<file path="src/design/ucd_pkg.sv">
// Package: widths, reciprocal constants and small tables of the calendar date converter
`timescale 1ns / 1ps

package ucd_pkg;

	localparam int NSTG = 14;
	localparam int TDATA_IN_W = 32;
	localparam int TDATA_OUT_W = 48;

	localparam logic [31:0] M_DIV60_W32 = 32'h8888_8889;
	localparam logic [26:0] M_DIV60_W27 = 27'd71582789;
	localparam logic [24:0] M_DIV24 = 25'd22369622;
	localparam logic [26:0] M_DIV7305 = 27'd75257470;
	localparam logic [29:0] M_DIV30601K = 30'd561416000;
	localparam logic [12:0] M_DIV100 = 13'd5243;
	localparam logic [10:0] M_DIV7 = 11'd1171;

	localparam logic [5:0] SECS_PER_MIN = 6'd60;
	localparam logic [5:0] MINS_PER_HOUR = 6'd60;
	localparam logic [4:0] HOURS_PER_DAY = 5'd24;

	localparam logic [21:0] B_BASE = 22'd2442125;
	localparam logic [15:0] A_STEP_DAY = 16'd47541;
	localparam logic [4:0] X_MUL = 5'd20;
	localparam logic [25:0] X_SUB = 26'd2442;
	localparam logic [8:0] DAYS_PER_YEAR = 9'd365;
	localparam logic [4:0] DAYS_PER_MONTH = 5'd30;
	localparam int YEAR_OFS_LO = 4716;
	localparam int YEAR_OFS_HI = 4715;
	localparam logic [3:0] LAST_LATE_MONTH = 4'd13;
	localparam logic [3:0] MONTHS_PER_YEAR = 4'd12;
	localparam logic [3:0] LAST_EARLY_MONTH = 4'd2;
	localparam logic [6:0] YEARS_PER_CENT = 7'd100;
	localparam logic [9:0] CENT_WEIGHT = 10'd5;
	localparam logic [9:0] WEEK_OFS = 10'd5;
	localparam logic [2:0] DAYS_PER_WEEK = 3'd7;

	// floor(601 * e / 1000)
	function automatic logic [3:0] frac601(input logic [3:0] e);
		logic [3:0] r;
		unique case (e)
			4'd0, 4'd1: r = 4'd0;
			4'd2, 4'd3: r = 4'd1;
			4'd4: r = 4'd2;
			4'd5, 4'd6: r = 4'd3;
			4'd7, 4'd8: r = 4'd4;
			4'd9: r = 4'd5;
			4'd10, 4'd11: r = 4'd6;
			4'd12, 4'd13: r = 4'd7;
			4'd14: r = 4'd8;
			default: r = 4'd9;
		endcase
		return r;
	endfunction

	// floor(26 * (m + 1) / 10)
	function automatic logic [5:0] month_term(input logic [3:0] m);
		logic [5:0] r;
		unique case (m)
			4'd0: r = 6'd2;
			4'd1: r = 6'd5;
			4'd2: r = 6'd7;
			4'd3: r = 6'd10;
			4'd4: r = 6'd13;
			4'd5: r = 6'd15;
			4'd6: r = 6'd18;
			4'd7: r = 6'd20;
			4'd8: r = 6'd23;
			4'd9: r = 6'd26;
			4'd10: r = 6'd28;
			4'd11: r = 6'd31;
			4'd12: r = 6'd33;
			4'd13: r = 6'd36;
			4'd14: r = 6'd39;
			default: r = 6'd41;
		endcase
		return r;
	endfunction

endpackage

</file>
<file path="src/design/unix_seconds_to_calendar_date.sv">
// Top level: pipelined conversion of Unix seconds to calendar date, time and weekday
//
// Usage:
//   s_tdata carries one 32-bit unsigned count of seconds since 1970-01-01 00:00:00.
//   m_tdata returns the date and time of that instant, one word per input word,
//   in input order. Both channels move a word when tvalid and tready are high.
//   Throughput is one word per cycle while m_tready is high: the 14-stage
//   pipeline then takes a new word every cycle, each stage holding at most one
//   reciprocal multiply plus short constant arithmetic.
//   When m_tready is low the output word holds; earlier stages keep filling
//   empty slots, and s_tready falls only once every stage holds a word.
//   Reset clears all stage valid bits; words in flight are dropped.
//   The whole 32-bit input range is valid and every word gives a result.
`timescale 1ns / 1ps

module unix_seconds_to_calendar_date (
	input  logic                              clk,
	input  logic                              arst_n,
	input  logic                              s_tvalid,
	output logic                              s_tready,
	// [31:0] unix_seconds
	input  logic [ucd_pkg::TDATA_IN_W-1:0]    s_tdata,
	output logic                              m_tvalid,
	input  logic                              m_tready,
	// [11:0] year, [15:12] month, [20:16] day, [25:21] hours, [31:26] minutes,
	// [37:32] secs, [40:38] weekday, [47:41] zero
	output logic [ucd_pkg::TDATA_OUT_W-1:0]   m_tdata
);

	logic [ucd_pkg::NSTG:1] vld_q;
	logic [ucd_pkg::NSTG:1] vld_in;
	logic [ucd_pkg::NSTG:1] adv;

	logic [63:0] p1;
	logic [53:0] p2;
	logic [45:0] p3;
	logic [52:0] p6;
	logic [38:0] p8;
	logic [24:0] p10;
	logic [20:0] p13;

	logic [5:0]  sec_n, min_n;
	logic [4:0]  hr_n;
	logic [21:0] b_n;
	logic [25:0] x_n;
	logic [8:0]  d_n;
	logic [4:0]  f_n;
	logic [11:0] year_n, yz_n;
	logic [3:0]  mon_n, mz_n;
	logic [6:0]  yoc_n;
	logic [9:0]  hp_n, h5_n;
	logic [2:0]  wd_n;

	// stage registers
	logic [5:0]  t_s1;
	logic [26:0] q1_s1;
	logic [5:0]  sec_s2, q1_s2;
	logic [20:0] q2_s2;
	logic [5:0]  sec_s3, min_s3;
	logic [4:0]  q2_s3;
	logic [15:0] q3_s3;
	logic [5:0]  sec_s4, min_s4;
	logic [4:0]  hr_s4;
	logic [21:0] b_s4;
	logic [5:0]  sec_s5, min_s5;
	logic [4:0]  hr_s5;
	logic [8:0]  b_s5;
	logic [25:0] x_s5;
	logic [5:0]  sec_s6, min_s6;
	logic [4:0]  hr_s6;
	logic [8:0]  b_s6;
	logic [12:0] c_s6;
	logic [5:0]  sec_s7, min_s7;
	logic [4:0]  hr_s7;
	logic [11:0] c_s7;
	logic [8:0]  d_s7;
	logic [5:0]  sec_s8, min_s8;
	logic [4:0]  hr_s8;
	logic [11:0] c_s8;
	logic [4:0]  d_s8;
	logic [3:0]  e_s8;
	logic [5:0]  sec_s9, min_s9;
	logic [4:0]  hr_s9, f_s9;
	logic [11:0] year_s9, yz_s9;
	logic [3:0]  mon_s9, mz_s9;
	logic [5:0]  sec_s10, min_s10, cent_s10;
	logic [4:0]  hr_s10, f_s10;
	logic [11:0] year_s10;
	logic [6:0]  yz_s10;
	logic [3:0]  mon_s10, mz_s10;
	logic [5:0]  sec_s11, min_s11;
	logic [4:0]  hr_s11, f_s11;
	logic [11:0] year_s11;
	logic [3:0]  mon_s11;
	logic [6:0]  yoc_s11;
	logic [9:0]  hp_s11;
	logic [5:0]  sec_s12, min_s12;
	logic [4:0]  hr_s12, f_s12;
	logic [11:0] year_s12;
	logic [3:0]  mon_s12;
	logic [9:0]  h5_s12;
	logic [5:0]  sec_s13, min_s13;
	logic [4:0]  hr_s13, f_s13;
	logic [11:0] year_s13;
	logic [3:0]  mon_s13;
	logic [2:0]  h5_s13;
	logic [7:0]  q7_s13;
	logic [5:0]  sec_s14, min_s14;
	logic [4:0]  hr_s14, f_s14;
	logic [11:0] year_s14;
	logic [3:0]  mon_s14;
	logic [2:0]  wd_s14;

	// advance a stage when it or any later stage has room
	genvar gk;
	generate
		for (gk = 1; gk <= ucd_pkg::NSTG; gk++) begin : g_adv
			assign adv[gk] = m_tready | ~(&vld_q[ucd_pkg::NSTG:gk]);
		end
	endgenerate

	assign vld_in = {vld_q[ucd_pkg::NSTG-1:1], s_tvalid};
	assign s_tready = adv[1];
	assign m_tvalid = vld_q[ucd_pkg::NSTG];

	always_ff @(posedge clk or negedge arst_n) begin
		if (!arst_n) begin
			vld_q <= '0;
		end else begin
			for (int k = 1; k <= ucd_pkg::NSTG; k++) begin
				if (adv[k]) begin
					vld_q[k] <= vld_in[k];
				end
			end
		end
	end

	always_comb begin
		p1 = 64'(s_tdata[31:0]) * 64'(ucd_pkg::M_DIV60_W32);
		p2 = 54'(q1_s1) * 54'(ucd_pkg::M_DIV60_W27);
		sec_n = t_s1 - 6'(q1_s1[5:0] * ucd_pkg::SECS_PER_MIN);
		p3 = 46'(q2_s2) * 46'(ucd_pkg::M_DIV24);
		min_n = q1_s2 - 6'(q2_s2[5:0] * ucd_pkg::MINS_PER_HOUR);
		hr_n = q2_s3 - 5'(q3_s3[4:0] * ucd_pkg::HOURS_PER_DAY);
		b_n = 22'(q3_s3) + ucd_pkg::B_BASE + 22'(q3_s3 >= ucd_pkg::A_STEP_DAY);
		x_n = 26'(b_s4) * 26'(ucd_pkg::X_MUL) - ucd_pkg::X_SUB;
		p6 = 53'(x_s5) * 53'(ucd_pkg::M_DIV7305);
		d_n = b_s6 - 9'(c_s6[8:0] * ucd_pkg::DAYS_PER_YEAR) - c_s6[10:2];
		p8 = 39'(d_s7) * 39'(ucd_pkg::M_DIV30601K);
		f_n = d_s8 - 5'(5'(e_s8) * ucd_pkg::DAYS_PER_MONTH) - 5'(ucd_pkg::frac601(e_s8));
		if (e_s8 <= ucd_pkg::LAST_LATE_MONTH) begin
			year_n = c_s8 - 12'(ucd_pkg::YEAR_OFS_LO);
			mon_n = e_s8 - 4'd1;
		end else begin
			year_n = c_s8 - 12'(ucd_pkg::YEAR_OFS_HI);
			mon_n = e_s8 - ucd_pkg::LAST_LATE_MONTH;
		end
		if (mon_n <= ucd_pkg::LAST_EARLY_MONTH) begin
			yz_n = year_n - 12'd1;
			mz_n = mon_n + ucd_pkg::MONTHS_PER_YEAR;
		end else begin
			yz_n = year_n;
			mz_n = mon_n;
		end
		p10 = 25'(yz_s9) * 25'(ucd_pkg::M_DIV100);
		yoc_n = yz_s10 - 7'(7'(cent_s10) * ucd_pkg::YEARS_PER_CENT);
		hp_n = 10'(f_s10) + 10'(ucd_pkg::month_term(mz_s10))
			+ 10'(cent_s10) * ucd_pkg::CENT_WEIGHT + 10'(cent_s10[5:2]);
		h5_n = hp_s11 + 10'(yoc_s11) + 10'(yoc_s11[6:2]) + ucd_pkg::WEEK_OFS;
		p13 = 21'(h5_s12) * 21'(ucd_pkg::M_DIV7);
		wd_n = h5_s13 - 3'(q7_s13[2:0] * ucd_pkg::DAYS_PER_WEEK) + 3'd1;
	end

	always_ff @(posedge clk) begin
		if (adv[1]) begin
			t_s1 <= s_tdata[5:0];
			q1_s1 <= p1[63:37];
		end
		if (adv[2]) begin
			sec_s2 <= sec_n;
			q1_s2 <= q1_s1[5:0];
			q2_s2 <= p2[52:32];
		end
		if (adv[3]) begin
			sec_s3 <= sec_s2;
			min_s3 <= min_n;
			q2_s3 <= q2_s2[4:0];
			q3_s3 <= p3[44:29];
		end
		if (adv[4]) begin
			sec_s4 <= sec_s3;
			min_s4 <= min_s3;
			hr_s4 <= hr_n;
			b_s4 <= b_n;
		end
		if (adv[5]) begin
			sec_s5 <= sec_s4;
			min_s5 <= min_s4;
			hr_s5 <= hr_s4;
			b_s5 <= b_s4[8:0];
			x_s5 <= x_n;
		end
		if (adv[6]) begin
			sec_s6 <= sec_s5;
			min_s6 <= min_s5;
			hr_s6 <= hr_s5;
			b_s6 <= b_s5;
			c_s6 <= p6[51:39];
		end
		if (adv[7]) begin
			sec_s7 <= sec_s6;
			min_s7 <= min_s6;
			hr_s7 <= hr_s6;
			c_s7 <= c_s6[11:0];
			d_s7 <= d_n;
		end
		if (adv[8]) begin
			sec_s8 <= sec_s7;
			min_s8 <= min_s7;
			hr_s8 <= hr_s7;
			c_s8 <= c_s7;
			d_s8 <= d_s7[4:0];
			e_s8 <= p8[37:34];
		end
		if (adv[9]) begin
			sec_s9 <= sec_s8;
			min_s9 <= min_s8;
			hr_s9 <= hr_s8;
			f_s9 <= f_n;
			year_s9 <= year_n;
			mon_s9 <= mon_n;
			yz_s9 <= yz_n;
			mz_s9 <= mz_n;
		end
		if (adv[10]) begin
			sec_s10 <= sec_s9;
			min_s10 <= min_s9;
			hr_s10 <= hr_s9;
			f_s10 <= f_s9;
			year_s10 <= year_s9;
			mon_s10 <= mon_s9;
			yz_s10 <= yz_s9[6:0];
			mz_s10 <= mz_s9;
			cent_s10 <= p10[24:19];
		end
		if (adv[11]) begin
			sec_s11 <= sec_s10;
			min_s11 <= min_s10;
			hr_s11 <= hr_s10;
			f_s11 <= f_s10;
			year_s11 <= year_s10;
			mon_s11 <= mon_s10;
			yoc_s11 <= yoc_n;
			hp_s11 <= hp_n;
		end
		if (adv[12]) begin
			sec_s12 <= sec_s11;
			min_s12 <= min_s11;
			hr_s12 <= hr_s11;
			f_s12 <= f_s11;
			year_s12 <= year_s11;
			mon_s12 <= mon_s11;
			h5_s12 <= h5_n;
		end
		if (adv[13]) begin
			sec_s13 <= sec_s12;
			min_s13 <= min_s12;
			hr_s13 <= hr_s12;
			f_s13 <= f_s12;
			year_s13 <= year_s12;
			mon_s13 <= mon_s12;
			h5_s13 <= h5_s12[2:0];
			q7_s13 <= p13[20:13];
		end
		if (adv[14]) begin
			sec_s14 <= sec_s13;
			min_s14 <= min_s13;
			hr_s14 <= hr_s13;
			f_s14 <= f_s13;
			year_s14 <= year_s13;
			mon_s14 <= mon_s13;
			wd_s14 <= wd_n;
		end
	end

	assign m_tdata = {7'd0, wd_s14, sec_s14, min_s14, hr_s14, f_s14, mon_s14, year_s14};

endmodule

</file>
<file path="config.mk">
export PLATFORM = sky130hd
export DESIGN_NAME = unix_seconds_to_calendar_date
export DESIGN_NICKNAME = d
export VERILOG_FILES = /design/src/design/ucd_pkg.sv /design/src/design/unix_seconds_to_calendar_date.sv
export SDC_FILE = /design/constraint.sdc
export NUM_CORES = 2
export LEC_CHECK = 0
export BUFFER_PORTS_ARGS = -buffer_cell sky130_fd_sc_hd__buf_2
export CAP_MARGIN = 20
export CORE_UTILIZATION = 45
export CTS_CLUSTER_SIZE = 10
export DETAILED_ROUTE_END_ITERATION = 6
export PLACE_DENSITY = 0.63
export REMOVE_ABC_BUFFERS = 1
export SKIP_CTS_REPAIR_TIMING = 1
export SLEW_MARGIN = 20
export SYNTH_ARGS = -nofsm -noshare
export SYNTH_HDL_FRONTEND = slang
export SYNTH_SLANG_ARGS = --single-unit
</file>
<file path="constraint.sdc">
create_clock -name clk -period 7.1 [get_ports clk]
set_input_delay 0.355 -clock clk [delete_from_list [all_inputs] [get_ports clk]]
set_output_delay 0.355 -clock clk [all_outputs]
set_load 0.02 [all_outputs]
</file>
==> flow_summary_export.csv <==
group,metric,value,unit
run_status,status,"finished clean",
critical_path,cp_cell_sequence,"buf_4 > buf_4 > fa_1 > fa_1 > fa_1 > fa_1 > fa_1 > fa_1 > inv_1 > fa_1 > inv_1 > ha_1 > nand4_1 > nor4_2 > a311oi_2 > buf_4 > o31ai_4 > a41oi_2 > buf_4 > a211o_1 > xnor2_1",
worst_hold_path,hp-class,"primary input to flip-flop",
global_routing,grt-ovfl-total,0,
logic_synthesis,async_flop_share,0.02276,
timing,drv_slew,0,
finish,drive_above_1_share,0.05932,
logic_synthesis,yosysSeqAreaShare,0.2788,
timing,finalHoldViolCount,0,
logic_synthesis,yosys.area_share.xor_xnor,0.02936,
global_routing,grt_antenna_before_repair,2,
critical_path,crit_path_end_kind,"flip-flop",
timing,max_slew_margin,0.3435,
logic_synthesis,synth_edf_count,591,
drt,avgRoutedWirePerCell,16.65,um
die,dieArea,0.1474,mm^2
finish,layout_common_cells,"1,666 x inv_1, 1,311 x ha_1, 832 x fa_1",
critical_path,critPathCapture,"c_s6[11]",
critical_path,cp.required,7.46,ns
timing,period_needed,6.915,ns
critical_path,cp_max_fo,7,
critical_path,crit-reg2reg-launch,"x_s5[10]",
logic_synthesis,synthCells,5673,
timing,tightest_slew,0.9848,ns
clock_network,clock_latency,0.63,ns
critical_path,rr_worst_depth,21,
logic_synthesis,synth_simple_gate_area_frac,0.03638,
logic_synthesis,ys.flop_type,"edfxtp_1",
clock_network,cts_tree,"built",
critical_path,max_stage_delay,0.59,ns
drt,drt_wl_total,131600,um
logic_synthesis,syn_area,0.06563,mm^2
clock_network,numCtsBuffers,75,
drt,drt_iter0_drc,1648,
logic_synthesis,yosysTopAreaCell,"edfxtp_1",
logic_synthesis,synth-warning-count,0,
drt,route.detailed.drc,0,
logic_synthesis,synth_top_area_share,0.2704,
global_routing,grt_pass1_vias,41340,
critical_path,start_kind,"flip-flop",
clock_network,cts-root-buf,"clkbuf_16",
finish,area_growth,9.492,%
timing,fin_ws,0.1850,ns
logic_synthesis,synth_area_leaders,"edfxtp_1 27%, fa_1 25%, ha_1 25%, inv_1 9.6%, xnor2_1 2.0%",
logic_synthesis,synth-compound-area-share,0.05119,
timing,fin_worst_skew,0.05610,ns
critical_path,regToRegEndpoint,"c_s6[11]",
drt,firstDrtPassIters,5,
timing,max_freq,144.6,MHz
finish,final_common_cell,"inv_1",
finish,num-fill-cells,12850,
die,die_h,383.9,um
global_routing,grt_pass1_wl,215000,um
global_routing,track_usage,0.1847,
critical_path,arrival,7.27,ns
drt,vias,38650,
critical_path,crit_top_cell,"fa_1",
critical_path,critPathKind,"flip-flop to flip-flop",
critical_path,slowest_stage,"fa_1",
timing,fin_crit_sh,0.9739,
drt,drtAntennaViolNets,0,
logic_synthesis,synth_seq_cells,615,
die,core-area,0.1442,mm^2
critical_path,startpoint,"x_s5[10]",
timing,final-setup-viol-count,0,
drt,viasPerCell,4.890,
finish,nNetsFinal,8134,
placement,dp_hpwl,113800,um
placement,place_ws,-0.2491,ns
logic_synthesis,synth.area.mux_share,0.002326,
logic_synthesis,avgSynthCellArea,11.57,um^2
logic_synthesis,synth_top_family_by_area,"adder cells",
die,rows,139,
worst_hold_path,hp-start,"s_tdata[0]",
global_routing,grt_max_degree,55,
job,drv_cap,0,
placement,port_buffers,78,
logic_synthesis,synth_cell_types,73,
clock_network,cts_sinks,615,
die,die_x,383.9,um
clock_network,clockBufferDepth,3,
logic_synthesis,synth_fa_ha_area_frac,0.5047,
die,start_util,0.4552,
placement,globalplace.congestion,0.9281,
critical_path,regToRegSetupSlack,0.18,ns
clock_network,clkTransAtPathRegs,0.06,ns
finish,n_antenna_cell,0,
clock_network,htreeDepth,3,
die,ios,86,
## cell type report
cell class,instances,area [um^2],share of cell area
flip-flops and latches,615,18300,0.2546
clock inverters,12,241.5,0.003361
clock buffers,115,2069,0.02880
well taps,1903,2381,0.03313
multi-input cells,3373,41140,0.5725
inverters,1671,6274,0.08730
repair buffers,215,1455,0.02025
## cells by family (layout without fill, tap and decap cells)
family,after synthesis,after routing
AO/OA/AOI/OAI,512,512
XOR/XNOR,220,220
adder cells (fa/ha/maj),2147,2147
buffers and inverters,1691,2013
flip-flops,615,615
multiplexers,15,15
other,2,8
AND/OR/NAND/NOR,471,471
## cell usage after synthesis (12+ instances only)
master and instances:
nand4_1 32, mux2i_1 13, nor2b_1 26, o21ai_0 67, edfxtp_1 591, or2_2 12
clkbuf_1 13, nor2_1 93, and2_1 12, inv_1 1670, nor3_1 44, a21o_1 86
and3_1 20, nand3_1 46, xnor2_1 151, ha_1 1313, fa_1 834, o21a_1 27
a21oi_1 163, a211oi_1 14, or3_1 13, nand2_1 106, nor4_1 13, xor2_1 69
dfrtp_1 14, nand2b_1 32, o21bai_1 35, a31oi_1 17
## metal layers
metal	part of all wire	GRT usage
met5	0	0
met2	0.49	0.3188
met1	0.46	0.2511
met4	0.019	0.03829
met3	0.033	0.01896
## state kept, by name, summed over array words and instances, names as in the netlist, 12 cells and up, named ones only
signal and flops:
b_s4 18, c_s6 12, c_s7 12, c_s8 12, q1_s1 27, q2_s2 21, q3_s3 16, vld_q 14
x_s5 24, year_s10 12, year_s11 12, year_s12 12, year_s13 12, year_s14 12, year_s9 12, yz_s9 12
## critical path: cells and delay by family (launching register included)
family                     cells  cell delay (ns)
xor gates and xnor gates       1             0.12
DFF                            1             0.43
adders and majority gates      8             3.96
AOI/OAI and AO/OA              4             0.93
and+or+nand+nor                2             0.42
buffers and inverters          6             0.80
## metrics by stage
stage	hold WS, ns	cell area [um^2]	utilization	setup TNS (ns)	instances
global placement	0.2690	69250	0.4803	-1.321	7760
finish	0.1194	71860	0.4984	0	7904
global route	0.1067	71860	0.4984	-0.2225	7904
floorplan	0.05941	65550	-	0	5659
CTS	-0.4028	71560	0.4963	-1.163	7887
detailed placement	0.2815	69250	0.4803	-0.9931	7760
## worst min-delay path by stage
| stage | slack, ns | endpoint | cells past startpoint |
|---|---|---|---|
| after floorplan | 0.06 | vld_q[10] | 0 |
| after global placement | 0.27 | vld_q[1] | 1 |
| after detailed placement | 0.28 | vld_q[1] | 1 |
| after CTS | -0.40 | vld_q[1] | 1 |
| after global routing | 0.11 | t_s1[0] | 2 |
| final | 0.12 | t_s1[0] | 2 |
Power is left out: the tool's default activity adds up to more than one toggle a clock period on the data nets, which glitch-free logic cannot reach.
